$ cat src/sv/lfr_pkg.sv
// ----------------------------------------------------------------------------
// Lagged Fibonacci random generator: package
// Widths, lags, seed table and index helpers of the generator.
// ----------------------------------------------------------------------------
`timescale 1ns / 1ps

package lfr_pkg;

	localparam int LONG_LAG    = 17;
	localparam int SHORT_START = 5;
	localparam int TABLE_DEPTH = LONG_LAG + 1;
	localparam int WORD_W      = 32;
	localparam int IDX_W       = 5;
	localparam int DIV_STEPS   = WORD_W;
	localparam int CNT_W       = $clog2(DIV_STEPS + 1);

	typedef logic [WORD_W-1:0] word_t;
	typedef logic [IDX_W-1:0]  idx_t;
	typedef logic [CNT_W-1:0]  cnt_t;
	typedef logic [TABLE_DEPTH-1:0][WORD_W-1:0] seed_arr_t;

	function automatic seed_arr_t seed_table();
		seed_arr_t s;
		s = '0;
		s[LONG_LAG]     = word_t'(1);
		s[LONG_LAG - 1] = word_t'(2);
		for (int n = LONG_LAG - 2; n >= 0; n--) begin
			s[n] = s[n + 1] + s[n + 2];
		end
		return s;
	endfunction

	localparam seed_arr_t SEED = seed_table();

	function automatic idx_t clamp_slot(input idx_t ix);
		if (ix == '0 || ix > idx_t'(LONG_LAG)) begin
			return idx_t'(LONG_LAG);
		end
		return ix;
	endfunction

	function automatic idx_t step_down(input idx_t ix);
		idx_t nx;
		nx = clamp_slot(ix) - idx_t'(1);
		if (nx == '0) begin
			nx = idx_t'(LONG_LAG);
		end
		return nx;
	endfunction

endpackage

$ cat src/sv/lagged_fibonacci_random.sv
// ----------------------------------------------------------------------------
// Lagged Fibonacci random generator
// Additive generator with lags 17 and 5 over a table memory, returning each
// new sum reduced by the modulus of the request, or zero for a zero modulus.
// ----------------------------------------------------------------------------
//  Channel   Direction  Handshake             Payload
//  request   in         req_valid/req_stall   modulus [31:0]
//  response  out        rsp_valid/rsp_stall   value   [31:0]
//
//  A transaction passes from request to response through a table read,
//  an add and write-back, 32 steps of the bit-serial remainder unit and the
//  load of the output register, which waits while a response is stalled.
//  Reset restores the seed table at once through per-entry valid bits.
//  A stalled response is held while the next request is already taken.
// ----------------------------------------------------------------------------
`timescale 1ns / 1ps

module lagged_fibonacci_random (
	input  logic                  clk,
	input  logic                  arst_n,
	input  logic                  req_valid,
	output logic                  req_stall,
	input  logic [31:0]           modulus,
	output logic                  rsp_valid,
	input  logic                  rsp_stall,
	output logic [31:0]           value
);

	typedef enum logic [1:0] {ST_IDLE, ST_READ, ST_DIV, ST_DONE} state_t;

	state_t                          state_q;
	lfr_pkg::idx_t                   long_idx_q;
	lfr_pkg::idx_t                   short_idx_q;
	logic [lfr_pkg::TABLE_DEPTH-1:0] entry_valid_q;
	lfr_pkg::word_t                  rem_q;
	lfr_pkg::word_t                  dvd_q;
	lfr_pkg::word_t                  mod_q;
	lfr_pkg::cnt_t                   cnt_q;
	lfr_pkg::word_t                  value_q;
	logic                            rsp_valid_q;

	lfr_pkg::word_t lag_mem [lfr_pkg::TABLE_DEPTH];
	lfr_pkg::word_t rd_a_s1;
	lfr_pkg::word_t rd_b_s1;
	lfr_pkg::idx_t  addr_a_s1;
	lfr_pkg::idx_t  addr_b_s1;
	logic           ok_a_s1;
	logic           ok_b_s1;

	logic           accept;
	logic           rsp_load;
	lfr_pkg::idx_t  long_slot;
	lfr_pkg::idx_t  short_slot;
	lfr_pkg::word_t op_a;
	lfr_pkg::word_t op_b;
	lfr_pkg::word_t sum;
	logic [32:0]    rem_sh;
	logic [32:0]    rem_sub;
	logic           rem_ge;
	lfr_pkg::word_t rem_nx;

	assign req_stall  = (state_q != ST_IDLE);
	assign accept     = req_valid && !req_stall;
	assign rsp_load   = (state_q == ST_DONE) && (!rsp_valid_q || !rsp_stall);
	assign long_slot  = lfr_pkg::clamp_slot(long_idx_q);
	assign short_slot = lfr_pkg::clamp_slot(short_idx_q);
	assign rsp_valid  = rsp_valid_q;
	assign value      = value_q;

	always_comb begin
		op_a    = ok_a_s1 ? rd_a_s1 : lfr_pkg::SEED[addr_a_s1];
		op_b    = ok_b_s1 ? rd_b_s1 : lfr_pkg::SEED[addr_b_s1];
		sum     = op_a + op_b;
		rem_sh  = {rem_q, dvd_q[lfr_pkg::WORD_W-1]};
		rem_sub = rem_sh - {1'b0, mod_q};
		rem_ge  = (rem_sh >= {1'b0, mod_q});
		rem_nx  = rem_ge ? rem_sub[lfr_pkg::WORD_W-1:0] : rem_sh[lfr_pkg::WORD_W-1:0];
	end

	always_ff @(posedge clk) begin
		if (state_q == ST_READ) begin
			lag_mem[addr_a_s1] <= sum;
		end
		if (accept) begin
			rd_a_s1   <= lag_mem[long_slot];
			rd_b_s1   <= lag_mem[short_slot];
			addr_a_s1 <= long_slot;
			addr_b_s1 <= short_slot;
			ok_a_s1   <= entry_valid_q[long_slot];
			ok_b_s1   <= entry_valid_q[short_slot];
		end
	end

	always_ff @(posedge clk or negedge arst_n) begin
		if (!arst_n) begin
			state_q       <= ST_IDLE;
			long_idx_q    <= lfr_pkg::idx_t'(lfr_pkg::LONG_LAG);
			short_idx_q   <= lfr_pkg::idx_t'(lfr_pkg::SHORT_START);
			entry_valid_q <= '0;
			rem_q         <= '0;
			dvd_q         <= '0;
			mod_q         <= '0;
			cnt_q         <= '0;
			value_q       <= '0;
			rsp_valid_q   <= 1'b0;
		end else begin
			if (rsp_load) begin
				rsp_valid_q <= 1'b1;
			end else if (!rsp_stall) begin
				rsp_valid_q <= 1'b0;
			end
			unique case (state_q)
				ST_IDLE: begin
					if (accept) begin
						mod_q   <= modulus;
						state_q <= ST_READ;
					end
				end
				ST_READ: begin
					entry_valid_q[addr_a_s1] <= 1'b1;
					long_idx_q  <= lfr_pkg::step_down(long_idx_q);
					short_idx_q <= lfr_pkg::step_down(short_idx_q);
					dvd_q       <= sum;
					rem_q       <= '0;
					cnt_q       <= lfr_pkg::cnt_t'(lfr_pkg::DIV_STEPS);
					state_q     <= ST_DIV;
				end
				ST_DIV: begin
					rem_q <= rem_nx;
					dvd_q <= {dvd_q[lfr_pkg::WORD_W-2:0], 1'b0};
					cnt_q <= cnt_q - lfr_pkg::cnt_t'(1);
					if (cnt_q == lfr_pkg::cnt_t'(1)) begin
						state_q <= ST_DONE;
					end
				end
				ST_DONE: begin
					if (rsp_load) begin
						value_q <= (mod_q == '0) ? '0 : rem_q;
						state_q <= ST_IDLE;
					end
				end
				default: begin
					state_q <= ST_IDLE;
				end
			endcase
		end
	end

endmodule

$ cat config.mk
export PLATFORM = sky130hd
export DESIGN_NAME = lagged_fibonacci_random
export DESIGN_NICKNAME = d
export VERILOG_FILES = /design/src/sv/lfr_pkg.sv /design/src/sv/lagged_fibonacci_random.sv
export SDC_FILE = /design/constraint.sdc
export NUM_CORES = 2
export LEC_CHECK = 0
export BUFFER_PORTS_ARGS = -buffer_cell sky130_fd_sc_hd__buf_2
export CORE_MARGIN = 2
export CORE_UTILIZATION = 55
export CTS_CLUSTER_SIZE = 24
export DETAILED_ROUTE_END_ITERATION = 10
export GPL_TIMING_DRIVEN = 0
export PLACE_DENSITY = 0.79
export SLEW_MARGIN = 5
export SYNTH_ARGS = -nofsm -noshare
export SYNTH_HDL_FRONTEND = slang
export SYNTH_SLANG_ARGS = --single-unit
$ cat constraint.sdc
create_clock -name clk -period 4.1 [get_ports clk]
set_input_delay 0.615 -clock clk [delete_from_list [all_inputs] [get_ports clk]]
set_output_delay 0.615 -clock clk [all_outputs]
set_load 0.01 [all_outputs]
### Word-level counts from Yosys, hierarchy flattened

Memory sizes are Yosys's and may differ from the RTL's. A register that Yosys moved wholly into a read port is not among the register bits.
Cells that the tools add are included.

* RAM bits: 576
* bits of input ports: 36
* output and inout bits: 34
* logic and storage cells: 98
* ROM bits: 2048
* flip-flop bits (word level): 177
* memories kept: 3

* bitwise operators: 1
* equal/unequal tests: 8
* multiplexer cells: 39
* order comparisons: 8
* reductions and logical operators: 20
* $add $sub $neg: 5

Memory list
* (no name shown): depth 32, bits a word 32, rd ports 1, clocked after memory_dff 1, wr ports 0, line lagged_fibonacci_random.sv:72 `op_b = ok_b_s1 ? rd_b_s1 : lfr_pkg::SEED[addr_b_s1];`
* (no name shown): depth 32, bits a word 32, rd ports 1, clocked after memory_dff 1, wr ports 0, line lagged_fibonacci_random.sv:71 `op_a = ok_a_s1 ? rd_a_s1 : lfr_pkg::SEED[addr_a_s1];`
* lag_mem: depth 18, bits a word 32, rd ports 2, clocked after memory_dff 2, wr ports 1, line lagged_fibonacci_random.sv:42 `lfr_pkg::word_t lag_mem [lfr_pkg::TABLE_DEPTH];`

Operators by type and width (number)
* $mux 32: 6
* $pmux 32 s2: 2
* $mux 5: 12
* $ge 33x32->1: 1
* $add 32x32->32: 1
* $logic_not 32->1: 1
* $sub 32x32->32: 1
* $lt 5x6->1 const B: 4
* $logic_not 5->1: 4
* $or 18x18->18: 1
* $pmux 6 s2: 1
* $mux 1: 11
* $bmux 1 s5: 2
* $gt 5x5->1 const B: 2
* $sub 5x1->5 const B: 2
* $pmux 2 s4: 1
* $eq 6x1->1 const B: 1
* $mux 2: 3
* $ne 2x2->1 const B: 3
* $sub 6x1->6 const B: 1
* $demux 1 s5: 1
* $ge 5x1->1 const B: 1
* $eq 2x2->1 const B: 2
* $reduce_and 2->1: 2
* other kinds (8): 15

### Longest topological paths before layout

* word-level depth: 9
* mapped depth: 13
* gate-level depth less buffers: 11

### Worst setup path after synthesis

Ideal clock, no wire load.

* path kind: register to register
* start: register state_q[0]
* end: register addr_a_s1[0], enable pin
* buffers on the path: 2
* stages on the path, launching flop included: 7
* period minus slack after synthesis: 3.800 ns
* arrival: 3.333 ns
* setup slack: 0.300 ns
* library setup time: 0.468 ns
* data required time: 3.632 ns
* cell sequence: dfrtp_1 -> inv_1 -> ha_1 -> nand2_1 -> inv_1 -> clkbuf_1 -> clkbuf_1

* cells in the longest elaborated chain, start to end: 3

RTL lines
* start: declaration: line lagged_fibonacci_random.sv:31 `state_t state_q;`
* start signal: assignment: line lagged_fibonacci_random.sv:96 `state_q <= ST_IDLE;`
* start signal: assignment: line lagged_fibonacci_random.sv:116 `state_q <= ST_READ;`
* start signal: assignment: line lagged_fibonacci_random.sv:126 `state_q <= ST_DIV;`
* $reduce_bool 2->1: line lagged_fibonacci_random.sv:62 `assign req_stall = (state_q != ST_IDLE);`
* $logic_not 1->1: line lagged_fibonacci_random.sv:63 `assign accept = req_valid && !req_stall;`
* $logic_and 1x1->1: line lagged_fibonacci_random.sv:63
* net accept: line lagged_fibonacci_random.sv:50 `logic accept;`
* end signal: assignment: line lagged_fibonacci_random.sv:87 `addr_a_s1 <= long_slot;`
* end: declaration: line lagged_fibonacci_random.sv:45 `lfr_pkg::idx_t addr_a_s1;`

The timed path passes the listed nets, and every way through them passes these cells.
A chain may end at the register's enable or synchronous reset.

### Final worst setup path

* start: register long_idx_q[4]
* end: register ok_a_s1 (data pin)

* cells in the longest elaborated chain, start to end: 6
* elaborated cells between the ends (all ways): 7
* classes of those cells: 1 x order compare; 4 x mux; 2 x reduce/logical

RTL lines
* start: declaration: line lagged_fibonacci_random.sv:32 `lfr_pkg::idx_t long_idx_q;`
* start signal: assignment: line lagged_fibonacci_random.sv:97 `long_idx_q <= lfr_pkg::idx_t'(lfr_pkg::LONG_LAG);`
* start signal: assignment: line lagged_fibonacci_random.sv:121 `long_idx_q <= lfr_pkg::step_down(long_idx_q);`
* $gt 5x5->1 / $logic_not 5->1 (equally long branches): line lfr_pkg.sv:36 `if (ix == '0 || ix > idx_t'(LONG_LAG)) begin`
* $logic_or 1x1->1: line lfr_pkg.sv:36
* $mux 1: line lfr_pkg.sv:36
* $mux 5 *: line lfr_pkg.sv:39 `return ix;`
* $bmux 1 s5 *: line lagged_fibonacci_random.sv:89 `ok_a_s1 <= entry_valid_q[long_slot];`
* $mux 1 (not written as such) *: line lagged_fibonacci_random.sv:89
* end signal: assignment: line lagged_fibonacci_random.sv:89
* end: declaration: line lagged_fibonacci_random.sv:47 `logic ok_a_s1;`

Every way passes the cells marked *; elsewhere a longest branch is shown, timed or not. The select of a mux whose other input is x is not followed.

==> results by group <==
Flow run
  • Max-Cap Viols: 1

Yosys
  • Ys Warns: 0
  • Post-synthesis sequential area ratio: 0.570
  • Area contributors post-synth: edfxtp_1 (46%), dfrtp_1 (9.5%), mux2i_1 (8.3%)
  • Syn nets: slightly below 4000
  • Synth area leader: edfxtp_1
  • Unique masters post-synth: 81
  • Post-synth ARST share: 0.196
  • Number of enable flip-flop cells after synthesis: 652
  • Mapped Area: 42500 um2
  • Synth Instances: 3722
  • Synth Register Bits: 843
  • Synth Area per Inst: 11.4 um2
  • Synth top area share: 0.461
  • Top FF cell, synth: edfxtp_1

Clock network
  • CTS Root Cell: clkbuf_16
  • Clk_lat worst skew: about 0.65 ns
  • H-Tree Level Count: 3
  • Sink Count: 843
  • Clock transition at path regs: 0.06 ns
  • Worst-case clock buffer depth: 3
  • CTS tree: done
  • TritonCTS Buffers: 90

Routing
  • WL/cell: 30.6 um
  • Met2 WL: 64.9 mm
  • Met3 Routed Length: ~22 mm
  • DRT Wirelength: 154 mm
  • ANT nets after route: 0
  • Metal-1 WL: 53.0 mm
  • Detailed-route DRC error count: 1
  • First drt pass iteration count: 11
  • Detailed router's first-iteration violation count: 6245
  • Max Used Layer: met4
  • Via count: 35273
  • Vias/cell: approximately 7.0

Global routing
  • Global-route wire length before repair: ~220 mm
  • Largest net degree at the start of global routing: 114
  • Vias in the first global route: 33232
  • Initial antenna violation count: 2
  • Remaining Overflow, GRT: 0
  • Global Route Usage Sum: 0.386

Critical path
  • Setup CP Type: flip-flop to flip-flop
  • WP data required: 4.50 ns
  • Critical Path End Type: flip-flop
  • Critical path arrival: between 4 and 5 ns
  • Crit path cell chain: inv_1, nand2_1, clkinv_1, nor2_2, clkbuf_1, a22o_1, o21ai_1, o21ai_1
  • CP delay by family, top: buffers and inverters
  • Max incr delay on CP: 0.76 ns
  • Crit-path slowest cell: nor2_2
  • Top cell by count, worst path: o21ai_1
  • Critical Path Start Type: flip-flop
  • WP buf/inv: 3
  • Crit path max fanout: 10

Timing
  • Slew @ Worst Pin: approximately 1.5 ns
  • Fmax: between 200 and 250 MHz
  • Worst Setup Slack, final: -0.116 ns
  • Final setup fails: 11
  • Final setup TNS: -0.604 ns
  • Slew margin rel.: -0.0276
  • Period minus WS final: between 4 and 5 ns
  • Fin crit share: 1.03
  • Unrepaired setup endpoints after global routing: yes
  • Worst Skew: about 0.029 ns
  • Hold Fails Final Rpt: 0
  • Max-slew violations: 10

Floorplan
  • Die area: 79500 um2
  • FP Rows: ~100
  • # IOs: 70
  • Chip Height: 282 um
  • Die W: 282 um
  • Initial Util: 0.558
  • Core area: between 70000 and 80000 um2

Final layout
  • Proportion of layout cells with a drive suffix above 1: 0.122
  • Nets@finish: 4058
  • Area delta synth->final: 13.9%

Status
  • Status: complete, but fails checks
  • Violated checks: design-rule violations, max-capacitance violations, max-slew violations, negative setup slack

Placement
  • Pre-CTS setup slack: -0.666 ns
  • GPL Wtd Cong: 1.08
  • IO buf count: 69
  • Hpwl dp: 108 mm

Hold path
  • Hold Crit Class: input port to flip-flop
## flip-flops by register name, summed over array words and instances (netlist names), named ones only
register	count
addr_a_s1	5
addr_b_s1	5
cnt_q	6
dvd_q	32
entry_valid_q	18
lag_mem	576
long_idx_q	5
mod_q	32
ok_a_s1	1
ok_b_s1	1
rd_a_s1	32
rd_b_s1	32
rem_q	32
rsp_valid	1
short_idx_q	5
state_q	2
value	32
## metal layers
layer / global-route usage / up-vias
met1: 0.492 / 16970
met3: 0.119 / 739
met4: 0.271 / 0
met5: 0 / -
li1: - / 14483
met2: 0.563 / 3081
## worst register-to-register path: cells and delay by family, from the launching register on
family,cells,cell delay [ns]
flip-flops,1,0.56
AND/OR/NAND/NOR,2,1.24
AO/OA/AOI/OAI,3,0.69
buffers and inverters,3,1.46
## Yosys cell counts, types with 19 or more instances
master	count
mux2i_1	354
a21oi_1	167
o21ai_0	274
o221ai_1	47
nor3_1	43
edfxtp_1	652
ha_1	86
and2_1	39
a22oi_1	28
buf_2	71
or2_2	20
inv_1	71
xor2_1	19
buf_1	25
a211oi_1	52
o22ai_1	19
a221oi_1	67
a31oi_1	60
a22o_1	37
xnor2_1	42
nand3_1	77
nor2_1	174
and3_1	40
dfrtp_1	161
mux2_2	38
o211ai_1	33
nand2_1	566
o2bb2ai_1	23
dfxtp_1	26
clkbuf_1	151
a21o_1	26
## through the flow
stage,hold WS (ns),cells,area (um2),utilization
global route,0.172,5038,48400,0.635
floorplan,0.319,3722,42500,-
finish,0.176,5039,48400,0.635
global placement,0.454,4821,44100,0.579
CTS,0.150,5035,48300,0.634
detailed placement,0.460,4868,45300,0.594
## cell usage in the layout, fill, tap and decap left out, types with 96 or more instances in the layout
| master | netlist | final |
|---|---|---|
| clkbuf_16 | 0 | 96 |
| edfxtp_1 | 652 | 652 |
| a21oi_1 | 167 | 165 |
| clkbuf_1 | 151 | 180 |
| nor2_1 | 174 | 154 |
| o21ai_0 | 274 | 273 |
| dfrtp_1 | 161 | 161 |
| nand2_1 | 566 | 566 |
| mux2i_1 | 354 | 354 |
| buf_2 | 71 | 140 |
## timing repair
action                                 CTS  global route
setup endpoints to repair              113           114
resized for setup                        9            14
buffers inserted                         0             4
hold buffers                             1             0
pin swaps                                0             4
endpoints found under the hold margin   48             0
## cell families after synthesis
family	Yosys count	share of synthesized area
and+or+nand+nor	1032	0.106
xor gates and xnor gates	61	0.0126
muxes	410	0.103
adders and majority gates	88	0.0263
AOI/OAI and AO/OA	957	0.149
buffers and inverters	331	0.0325
DFF	843	0.570
## path summary, 6_finish.rpt
kind                       cells after the start  slack (ns)         to           from
setup / recovery                               8       -0.12    ok_a_s1  long_idx_q[4]
hold / removal                                 3        0.18  mod_q[23]    modulus[23]
setup reg to reg                               8       -0.12    ok_a_s1  long_idx_q[4]
hold reg to reg                                2        0.47  dvd_q[29]      dvd_q[29]
max in group asynchronous                      3        2.58  value[20]         arst_n
min in group asynchronous                      2        0.48   dvd_q[3]         arst_n
## final cells by class
cell class	count	area, um2
repair buffers	121	1230
diodes	1	2.50
inverters	75	290
multi-input cells	2548	17300
fillers	5722	27800
clock buffers	137	2650
flip-flops and latches	843	24200
plain buffers	255	1110
well taps	1030	1290
clock inverters	29	280
Power is left out: the tool's default activity adds up to more than one toggle a clock period on the data nets, which glitch-free logic cannot reach.
